===== config.mk =====
export PLATFORM = sky130hd
export DESIGN_NAME = dmchc_ctrl
export DESIGN_NICKNAME = d
export VERILOG_FILES = /design/src/hdl/dmchc_pkg.sv /design/src/hdl/dmchc_ctrl.sv
export SDC_FILE = /design/constraint.sdc
export NUM_CORES = 1
export LEC_CHECK = 0
export ABC_AREA = 1
export ABC_CLOCK_PERIOD_IN_PS = 1150
export BUFFER_PORTS_ARGS = -buffer_cell sky130_fd_sc_hd__buf_4
export CORE_AREA = 2 2 39 41
export DETAILED_ROUTE_END_ITERATION = 10
export DIE_AREA = 0 0 41 43
export PLACE_DENSITY = 0.45
export SLEW_MARGIN = 20
export SYNTH_ARGS = -nofsm -noshare
export SYNTH_HDL_FRONTEND = slang
export SYNTH_SLANG_ARGS = --single-unit

===== constraint.sdc =====
create_clock -name clk -period 1.15 [get_ports clk]
set_input_delay 0.115 -clock clk [delete_from_list [all_inputs] [get_ports clk]]
set_output_delay 0.115 -clock clk [all_outputs]
set_load 0.02 [all_outputs]

===== src/hdl/dmchc_pkg.sv =====
// shared types, constants and codes for the direct-mapped cache hit counter
// no dependencies; imported by every module of the block except dmchc_ram
package dmchc_pkg;

    // field widths fixed by the transaction format
    localparam int ADDR_W       = 32;
    localparam int COUNT_W      = 32;
    localparam int TAG_W        = 30;
    localparam int IDX_FIELD_W  = 4;
    localparam int WOFS_W       = 3;
    localparam int CFG_INDEX_W  = 1;
    localparam int CFG_DATA_W   = 4;

    // masked block index before folding into the line range
    localparam int SEL_W        = 15;
    // reciprocal scaling used to fold the index into the line range
    localparam int RECIP_SHIFT  = 30;
    localparam int RECIP_W      = RECIP_SHIFT + 1;
    localparam int PROD_W       = SEL_W + RECIP_W;

    // defaults for the top level parameters
    localparam int DEF_LINES        = 512;
    localparam int DEF_ADDRESS_BITS = 32;

    // opcodes
    localparam logic OP_ACCESS = 1'b0;
    localparam logic OP_FLUSH  = 1'b1;

    // configuration register indexes
    localparam logic [CFG_INDEX_W-1:0] REG_INDEX_BITS  = 1'b0;
    localparam logic [CFG_INDEX_W-1:0] REG_WORD_OFFSET = 1'b1;

    // configuration reset values
    localparam logic [IDX_FIELD_W-1:0] INDEX_BITS_RESET  = 4'd9;
    localparam logic [WOFS_W-1:0]      WORD_OFFSET_RESET = 3'd0;

    localparam logic [COUNT_W-1:0] COUNT_MAX = '1;

    // request transaction
    typedef struct packed {
        logic              opcode;
        logic [ADDR_W-1:0] address;
    } dmchc_req_t;

    // result transaction
    typedef struct packed {
        logic               hit;
        logic [COUNT_W-1:0] hit_count;
        logic [COUNT_W-1:0] miss_count;
    } dmchc_resp_t;

    // controller to datapath commands
    typedef struct packed {
        logic load;
        logic zero_counts;
        logic sweep;
        logic split;
        logic scale;
        logic fold;
        logic lookup;
        logic update;
        logic finish_flush;
    } dmchc_cmd_t;

    // datapath to controller status
    typedef struct packed {
        logic flush_req;
        logic sweep_last;
    } dmchc_status_t;

endpackage


===== src/hdl/dmchc_ctrl.sv =====
// controller: sequences the clearing sweep and the lookup steps
// depends on dmchc_pkg
module dmchc_ctrl
    import dmchc_pkg::*;
(
    input  logic          clk,
    input  logic          rst_n,
    input  logic          start,
    input  dmchc_status_t status,
    output logic          busy,
    output dmchc_cmd_t    cmd
);

    localparam logic [2:0] S_CLEAR  = 3'd0;
    localparam logic [2:0] S_IDLE   = 3'd1;
    localparam logic [2:0] S_SPLIT  = 3'd2;
    localparam logic [2:0] S_SCALE  = 3'd3;
    localparam logic [2:0] S_FOLD   = 3'd4;
    localparam logic [2:0] S_LOOKUP = 3'd5;
    localparam logic [2:0] S_CHECK  = 3'd6;

    logic [2:0] state_reg;
    logic [2:0] state_next;
    logic       flush_reg;
    logic       flush_next;

    // next state and commands
    always_comb
    begin
        state_next = state_reg;
        flush_next = flush_reg;
        cmd        = '0;
        unique case (state_reg)
            S_CLEAR:
            begin
                cmd.sweep = 1'b1;
                if (status.sweep_last)
                begin
                    cmd.finish_flush = flush_reg;
                    flush_next       = 1'b0;
                    state_next       = S_IDLE;
                end
            end
            S_IDLE:
            begin
                if (start)
                begin
                    cmd.load = 1'b1;
                    if (status.flush_req)
                    begin
                        cmd.zero_counts = 1'b1;
                        flush_next      = 1'b1;
                        state_next      = S_CLEAR;
                    end
                    else
                    begin
                        state_next = S_SPLIT;
                    end
                end
            end
            S_SPLIT:
            begin
                cmd.split  = 1'b1;
                state_next = S_SCALE;
            end
            S_SCALE:
            begin
                cmd.scale  = 1'b1;
                state_next = S_FOLD;
            end
            S_FOLD:
            begin
                cmd.fold   = 1'b1;
                state_next = S_LOOKUP;
            end
            S_LOOKUP:
            begin
                cmd.lookup = 1'b1;
                state_next = S_CHECK;
            end
            S_CHECK:
            begin
                cmd.update = 1'b1;
                state_next = S_IDLE;
            end
            default:
            begin
                state_next = S_IDLE;
            end
        endcase
    end

    // state registers; reset starts with a clearing sweep
    always_ff @(posedge clk or negedge rst_n)
    begin
        if (!rst_n)
        begin
            state_reg <= S_CLEAR;
            flush_reg <= 1'b0;
        end
        else
        begin
            state_reg <= state_next;
            flush_reg <= flush_next;
        end
    end

    assign busy = (state_reg != S_IDLE);

endmodule


-- Word-level counts from Yosys, hierarchy flattened
Cells that the tools add are included.
- multiplexer cells: 19
- equality and inequality tests: 10
- reduce and logical (&&, ||, !) cells: 4
- operators with widths (kind ; number):
    3-bit case mux with 6 select lines ; 1
    1-bit 2-to-1 mux ; 12
    3-bit equality test, second input constant ; 3
    3-bit by 2-bit equality test with 1-bit output, second input constant ; 2
    2-bit 2-to-1 mux ; 3
    3-bit 2-to-1 mux ; 2
    2-bit inequality test, second input constant ; 3
    4-bit AND reduction ; 1
    3-bit by 1-bit equality test with 1-bit output, second input constant ; 1
    3-bit zero test ; 1
    3-bit by 1-bit inequality test with 1-bit output, second input constant ; 1
    1-bit case mux with 2 select lines ; 1
    2-bit AND reduction ; 1
    2-bit nonzero test ; 1
- input port bits: 5
- output and inout bits: 10
- flip-flop bits (word level): 4

-- Depth between registers and ports, before layout
Gate-level depths: netlist of run 1.
- depth after elaboration: 3
- depth in mapped cells: 8
- gate-level depth less buffers: 8

-- Worst setup path after synthesis of run 1
Ideal clock, no wire load.
- path kind: flip-flop to output port
- start: reg state_reg[2]
- end: out cmd[7] in the netlist's numbering
- path slack: -0.367 ns
- data required time: 1.035 ns
- path buffers: 0
- stages on the path, launching flop included: 6
- data arrival time: 1.402 ns
- path through: dfrtp_1 inv_1 nand3_1 nor2_1 nand2_1 inv_1
- RTL lines (element ; RTL line ; source):
    start: declaration ; dmchc_ctrl.sv:22 ; logic [2:0] state_reg;
    start signal: assignment ; dmchc_ctrl.sv:103 ; state_reg <= state_next;
    end: declaration ; dmchc_ctrl.sv:11 ; output dmchc_cmd_t cmd

==> results of run 1 <==
[power by group through the flow]
stage / clock [mW] / sequential (mW) / combinational, mW
2_1_floorplan: 0 / 0.285 / 0.507
3_3_place_gp: 0 / 0.275 / 0.859
3_5_place_dp: 0 / 0.276 / 0.849
4_1_cts: 0.182 / 0.277 / 1.41
5_1_grt: 0.187 / 0.299 / 1.82
6_report: 0.170 / 0.286 / 1.70
[cell type report]
type / count / area, sq um / share of cell area, %
repair buffers: 32 / 311.5 / 42.42
flip-flops and latches: 4 / 101.3 / 13.80
well taps: 16 / 20.02 / 2.726
clock buffers: 3 / 22.52 / 3.066
multi-input cells: 27 / 240.2 / 32.71
inverters: 7 / 38.79 / 5.281
[placed cells by master (no fill, tap or decap), types with 3 or more instances in the layout]
| master | count |
|---|---|
| nand2_1 | 4 |
| inv_2 | 5 |
| nor2_2 | 3 |
| buf_4 | 15 |
| dfrtp_1 | 3 |
| buf_6 | 15 |
| nor2_4 | 6 |
| clkbuf_4 | 3 |
[through the flow]
stage / setup TNS [ns] / util (%) / std cells / hold slack [ns]
final: -1.385 / 53.07 / 89 / 0.2242
after global routing: -2.247 / 53.07 / 89 / 0.2308
after CTS: -1.094 / 46.47 / 86 / 0.2154
after global placement: 0 / 31.28 / 72 / -0.08549
after floorplan: -0.05862 / - / 38 / -0.1806
after detailed placement: -0.0006171 / 31.28 / 72 / -0.08526
[critical path: stages (launching register included)]
cell	delay, ns
dfrtp_1	0.41
inv_2	0.16
nand3_4	0.10
nor2_4	0.11
nand2_2	0.07
inv_2	0.05
buf_6	0.10
[final timing paths]
| path | from | to | slack [ns] | cells after the start |
|---|---|---|---|---|
| max | state_reg[2] | cmd[7] | -0.18 | 6 |
| max reg2reg | state_reg[2] | state_reg[1] | -0.05 | 7 |
| min | rst_n | flush_reg | 0.22 | 2 |
| min in group clk | start | state_reg[0] | 0.25 | 4 |
| max in group asynchronous | rst_n | state_reg[0] | 0.81 | 2 |
| min reg2reg | flush_reg | flush_reg | 0.50 | 2 |
[routing by layer]
layer,global-route usage [%],routed length (um),vias up
met5,0,0,-
li1,-,-,192
met2,21.88,582,10
met1,15.74,373,174
met3,1.571,48,0
met4,8.000,0,0
[what timing repair did]
| action | in CTS | in global routing |
|---|---|---|
| setup buffers | 10 | 3 |
| hold buffers | 1 | 0 |
| endpoints found under the setup margin | 9 | 13 |
| pin swaps | 6 | 4 |
| endpoints found under the hold margin | 4 | 0 |
| gates resized for setup | 28 | 18 |
[cells by family (layout without fill, tap and decap cells)]
logic type             after synthesis  in the layout  share of synthesized area [%]
buffers and inverters                7             42                          10.77
AND/OR/NAND/NOR                     24             24                          42.06
AO/OA/AOI/OAI                        3              3                          6.152
flip-flops                           4              4                          41.03
==> impl_summary.log, run 1 <==
[metrics] transition time at the pin with the least slew margin: 0.2107 ns
[metrics] number of nets in the final layout: 80
[metrics] violated checks: negative setup slack
[metrics] clock sink total: 4
[metrics] row count: 14
[metrics] routed wirelength normalized by instance count: 11.28 um
[metrics] Comb power frac: 78.8%
[metrics] portion of synthesized cell area occupied by the leading cell type: 41.03%
[metrics] Tmin final: 1.335 ns
[metrics] commonest cells in the netlist: 10 x nor2_1, 7 x nand2_1, 6 x inv_1
[metrics] length of the first detailed-routing pass in iterations: 1
[metrics] Hold Fails Final Rpt: 0
[metrics] first-pass GRT wire length: 1.566 mm
[metrics] Post-synth EDFFs: 0
[metrics] most area-consuming cells after synthesis: dfrtp_1 41%, nor2_1 15%, nand2_1 11%
[metrics] number of global-route vias before repair: 374
[metrics] HPWL reported at the end of detailed placement: 587.6 um
[metrics] total grt overflow: 0
[metrics] I/O pin count: 15
[metrics] die outline height: 43 um
[metrics] number of buffers created by CTS: 3
[metrics] Placement Setup Slack: -0.0006171 ns
[metrics] part of the power in registers: 13.3%
[metrics] count of distinct cell types in the synthesized netlist: 11
[metrics] total track usage: 13.43%
[metrics] count of vias placed by the detailed router: 376
[metrics] maximum number of pins on one net before global-route repair: 6
[metrics] Antenna Violating Nets Remaining: 0
[metrics] sequential-to-total area share from yosys stat: 41.03%
[metrics] starting utilization of the core area: 17.63%
[metrics] Cell Pwr Density: 2935 mW/mm^2
[metrics] Remaining DRCs: 0
[metrics] worst clock skew: 0.005353 ns
[metrics] number of antenna cells inserted: 0
[metrics] drt first-iter violations: 0
[metrics] Clk Tree Root Cell: clkbuf_4
[metrics] Post-synth top flop: dfrtp_1
[metrics] share of async-settable or async-resettable flops after synthesis: 100.0%
[metrics] initial antenna violation count: 0
[metrics] count of pins over their slew limit: 0
[metrics] clock power share: 7.9%
[metrics] design area: 734.5 sq um
[metrics] Synthesis Warnings: 0
[metrics] flop and latch count out of synthesis: 4
[metrics] Final period util: 116.0%
[metrics] type of element capturing the critical path: primary output
[metrics] Net Count, Synth: 43
[metrics] Fmax: 749.3 MHz
[metrics] Maximum Capacitance Violations: 0
[metrics] power spent charging and discharging nets: 0.9527 mW
[metrics] unrepaired setup endpoints after global routing: true
[metrics] total die area: 0.001763 sq mm
[metrics] maximum net fanout on the critical path: 5
[metrics] final weighted congestion in routability-driven placement: 0.6802
[metrics] Finish-stage setup viols: 12
[metrics] most frequent cell after synthesis: nor2_1
[metrics] ratio of cells with drive above 1 in the final layout: 80.82%
[metrics] total power after layout: 2.155 mW
[metrics] area leader, netlist: dfrtp_1
[metrics] worst endpoint data arrival time: 1.22 ns
[metrics] DP Area: 432.9 sq um
[metrics] clk_lat worst skew: 0.23 ns
[metrics] internal power contribution: 1.203 mW
[metrics] crit path setup slack, layout: -0.1846 ns
[metrics] worst setup path category: flip-flop to primary output
[metrics] average footprint of a synthesized cell: 6.421 sq um
[metrics] clock buffer depth: 2
[metrics] Die Wd: 41 um
[metrics] placeable core region: 0.001384 sq mm
[metrics] max FFs per register: 3
[metrics] nature of the critical path startpoint: flip-flop
[metrics] net switching fraction of the power: 44.20%
[metrics] H-tree depth reported by CTS: 1
[metrics] leakage power summed over all cells: 0.3473 nW
[metrics] clock tree from TritonCTS: yes
[metrics] Rel. slew slack: 85.87%
[metrics] count of input and output buffers: 14
[metrics] result of the run: complete, but fails checks
[metrics] Crit path required time: 1.03 ns
[metrics] routed wire length: 1.004 mm
[metrics] number of vias per cell after detailed routing: 4.225
[metrics] area overhead of the layout relative to synthesis: 201.0%
[metrics] Worst IR Drop VDD: 1.129 mV
[metrics] post-synthesis instance total: 38
[metrics] clock input transition at the sequential cells of the worst setup and hold paths: 0.04 ns
[metrics] Mapped Area: 244.0 sq um
[metrics] worst hold path class: input pin to async pin
[metrics] number of fill cells in the layout: 127
Note: power is estimated with default switching activity, not from simulation.
==> run 2, diff against run 1 <==
Settings changed: SKIP_CTS_REPAIR_TIMING from default to 1.
==> run 2 against run 1 <==
Against the previous run:
- the flow still finishes with violations (negative setup slack)
- first-iteration DRC count unchanged
- sequential power down 2%
- sequential share of layout area up 4.0 points
- combinational power down 33%
- clock-buffer cell count unchanged
- fmax up 1.3%
- core utilization down 12 points
- setup slack better by 0.018 ns
- non-clock buffer count down 8
- clock power about the same
- clock skew down 0.00095 ns
- flip-flop and latch count unchanged
- critical endpoint is now cmd[0]
==> impl_summary.log, run 2 (synthesis gave the netlist of run 1 again) <==
[metrics] Antenna Violating Nets Remaining: 0 (unchanged)
[metrics] Placement Setup Slack: -0.0006171 ns (unchanged)
[metrics] HPWL reported at the end of detailed placement: 587.6 um (unchanged)
[metrics] placed instance count: 72 (unchanged)
[metrics] H-tree depth reported by CTS: 1 (unchanged)
[metrics] drt first-iter violations: 0 (unchanged)
[metrics] Finish-stage setup viols: 11 (-1)
[metrics] worst endpoint data arrival time: 1.20 ns (-0.02 ns)
[metrics] number of buffers created by CTS: 3 (unchanged)
[metrics] number of vias per cell after detailed routing: 4.062 (-3.9%)
[metrics] Cell Count, Final, Fillers Out: 81 (-9.0%)
[metrics] I/O pin count: 15 (unchanged)
[metrics] count of vias placed by the detailed router: 329 (-13%)
[metrics] Hold Fails Final Rpt: 0 (unchanged)
[metrics] Fmax: 759.3 MHz (+1.3%)
[metrics] initial antenna violation count: 0 (unchanged)
[metrics] number of fill cells in the layout: 151 (+19%)
[metrics] placeable core region: 0.001384 sq mm (unchanged)
[metrics] total grt overflow: 0 (unchanged)
[metrics] launch instance of the worst register-to-register path: state_reg[2]
[metrics] Rel. slew slack: 87.32% (+1.4 points)
[metrics] busiest metal layer after global routing: met1
[metrics] number of antenna cells inserted: 0 (unchanged)
[metrics] violated checks: negative setup slack
[metrics] ratio of cells with drive above 1 in the final layout: 72.31% (-8.5 points)
[metrics] count of input and output buffers: 14 (unchanged)
[metrics] DP Area: 432.9 sq um (unchanged)
[metrics] critical path launch point: state_reg[1]
[metrics] slowest stage delay, CP: 0.40 ns (about the same)
[metrics] Cell Chain, Critical Path: nor2_2 -> inv_2 -> nor2_4 -> and3_4 -> buf_6
[metrics] area of the multi-input gates: 192.7 sq um (-20%)
[metrics] maximum net fanout on the critical path: 3 (-2)
[metrics] maximum number of pins on one net before global-route repair: 7 (+1)
[metrics] most common cell after layout, fill and taps aside: buf_4
[metrics] routing usage on met2: 12.19% (-9.7 points)
[metrics] FF+latch area: 101.3 sq um (unchanged)
[metrics] total track usage: 9.889% (-3.5 points)
[metrics] area overhead of the layout relative to synthesis: 132.8%
[metrics] length of the first detailed-routing pass in iterations: 1 (unchanged)
[metrics] design area: 568.0 sq um (-23%)
[metrics] Die Wd: 41 um (unchanged)
[metrics] Remaining DRCs: 0 (unchanged)
[metrics] total power after layout: 1.585 mW (-26%)
[metrics] routed wire length: 779 um (-22%)
[metrics] unrepaired setup endpoints after global routing: true
[metrics] Final period util: 114.5% (-1.5 points)
[metrics] first-pass GRT wire length: 1.145 mm (-27%)
[metrics] Worst IR Drop VDD: 0.9627 mV (-15%)
[metrics] worst-case register-to-register setup slack: -0.03 ns (+0.02 ns)
[metrics] transition time at the pin with the least slew margin: 0.1888 ns (-0.02199 ns)
[metrics] nature of the critical path startpoint: flip-flop
[metrics] Maximum Capacitance Violations: 0 (unchanged)
[metrics] Tmin final: 1.317 ns (-0.01754 ns)
[metrics] number of nets in the final layout: 72 (-10%)
[metrics] Global Route met1 Usage: 14.38% (-1.4 points)
[metrics] number of cells on the worst reg-to-reg path: 7 (unchanged)
[metrics] clock buffer depth: 2 (unchanged)
[metrics] worst setup path category: flip-flop to primary output
[metrics] max FFs per register: 3 (unchanged)
[metrics] Cell Pwr Density: 2790 mW/mm^2 (-4.9%)
[metrics] end of the worst register-to-register path: flush_reg
[metrics] clock input transition at the sequential cells of the worst setup and hold paths: 0.04 ns (about the same)
[metrics] result of the run: complete, but fails checks
[metrics] count of pins over their slew limit: 0 (unchanged)
[metrics] final weighted congestion in routability-driven placement: 0.6802 (unchanged)
[metrics] worst clock skew: 0.004406 ns (-0.0009477 ns)
[metrics] number of global-route vias before repair: 281 (-25%)
[metrics] commonest non-fill, non-tap cells in the layout: 17 x buf_4, 6 x buf_6, 5 x inv_2
[metrics] Crit path required time: 1.03 ns (about the same)
[metrics] Clk Tree Root Cell: clkbuf_4
[metrics] crit path setup slack, layout: -0.1670 ns (+0.01754 ns)
[metrics] worst hold path class: input pin to async pin
[metrics] worst-case hold slack: 0.2233 ns (-0.0008780 ns)
[metrics] die outline height: 43 um (unchanged)
[metrics] starting utilization of the core area: 17.63% (unchanged)
[metrics] clock sink total: 4 (unchanged)
[metrics] leakage power summed over all cells: 0.2842 nW (-18%)
[metrics] clk_lat worst skew: 0.23 ns (about the same)
[metrics] clock tree from TritonCTS: yes
[metrics] slowest cell on the critical path: dfrtp_1
[metrics] GR Layer Usage met3: 1.571% (unchanged)
[metrics] row count: 14 (unchanged)
[metrics] type of element capturing the critical path: primary output
[metrics] total die area: 0.001763 sq mm (unchanged)
[metrics] routed wirelength normalized by instance count: 9.617 um (-15%)
## run 2: final cells by class
| cell class | count | share of cell area, % |
|---|---|---|
| clock buffers | 3 | 3.965 |
| inverters | 7 | 4.626 |
| multi-input cells | 27 | 33.92 |
| flip-flops and latches | 4 | 17.84 |
| well taps | 16 | 3.524 |
| repair buffers | 24 | 36.12 |
## run 2: worst max path at each step
stage / to
2_1_floorplan: cmd[7]
3_3_place_gp: cmd[0]
3_5_place_dp: cmd[0]
4_1_cts: cmd[0]
5_1_grt: cmd[7]
6_report: cmd[0]
## run 2: power by group
group	internal (mW)	switching (mW)	total, mW	leakage [nW]
combinational	0.530	0.606	1.14	0.221
sequential	0.209	0.0707	0.280	0.0497
clock	0.116	0.0531	0.170	0.0138
total	0.855	0.730	1.58	0.284
## run 2: metrics by stage
step / setup TNS, ns / util [%]
3_3_place_gp: 0 / 31.28
3_5_place_dp: -0.0006171 / 31.28
5_1_grt: -1.844 / 41.05
2_1_floorplan: -0.05862 / -
4_1_cts: -1.175 / 32.91
6_report: -1.148 / 41.05
## run 2: routing by layer
metal	share of wire, %	vias to the layer above
met2	52	10
met1	41	146
met5	0	-
li1	-	173
met3	7.1	0
met4	0	0
## run 2: critical path, delay by kind of cell, from the launching register on
kind	cells	cell delay (ns)
buffers and inverters	2	0.17
flip-flops	1	0.40
AND/OR/NAND/NOR	3	0.40
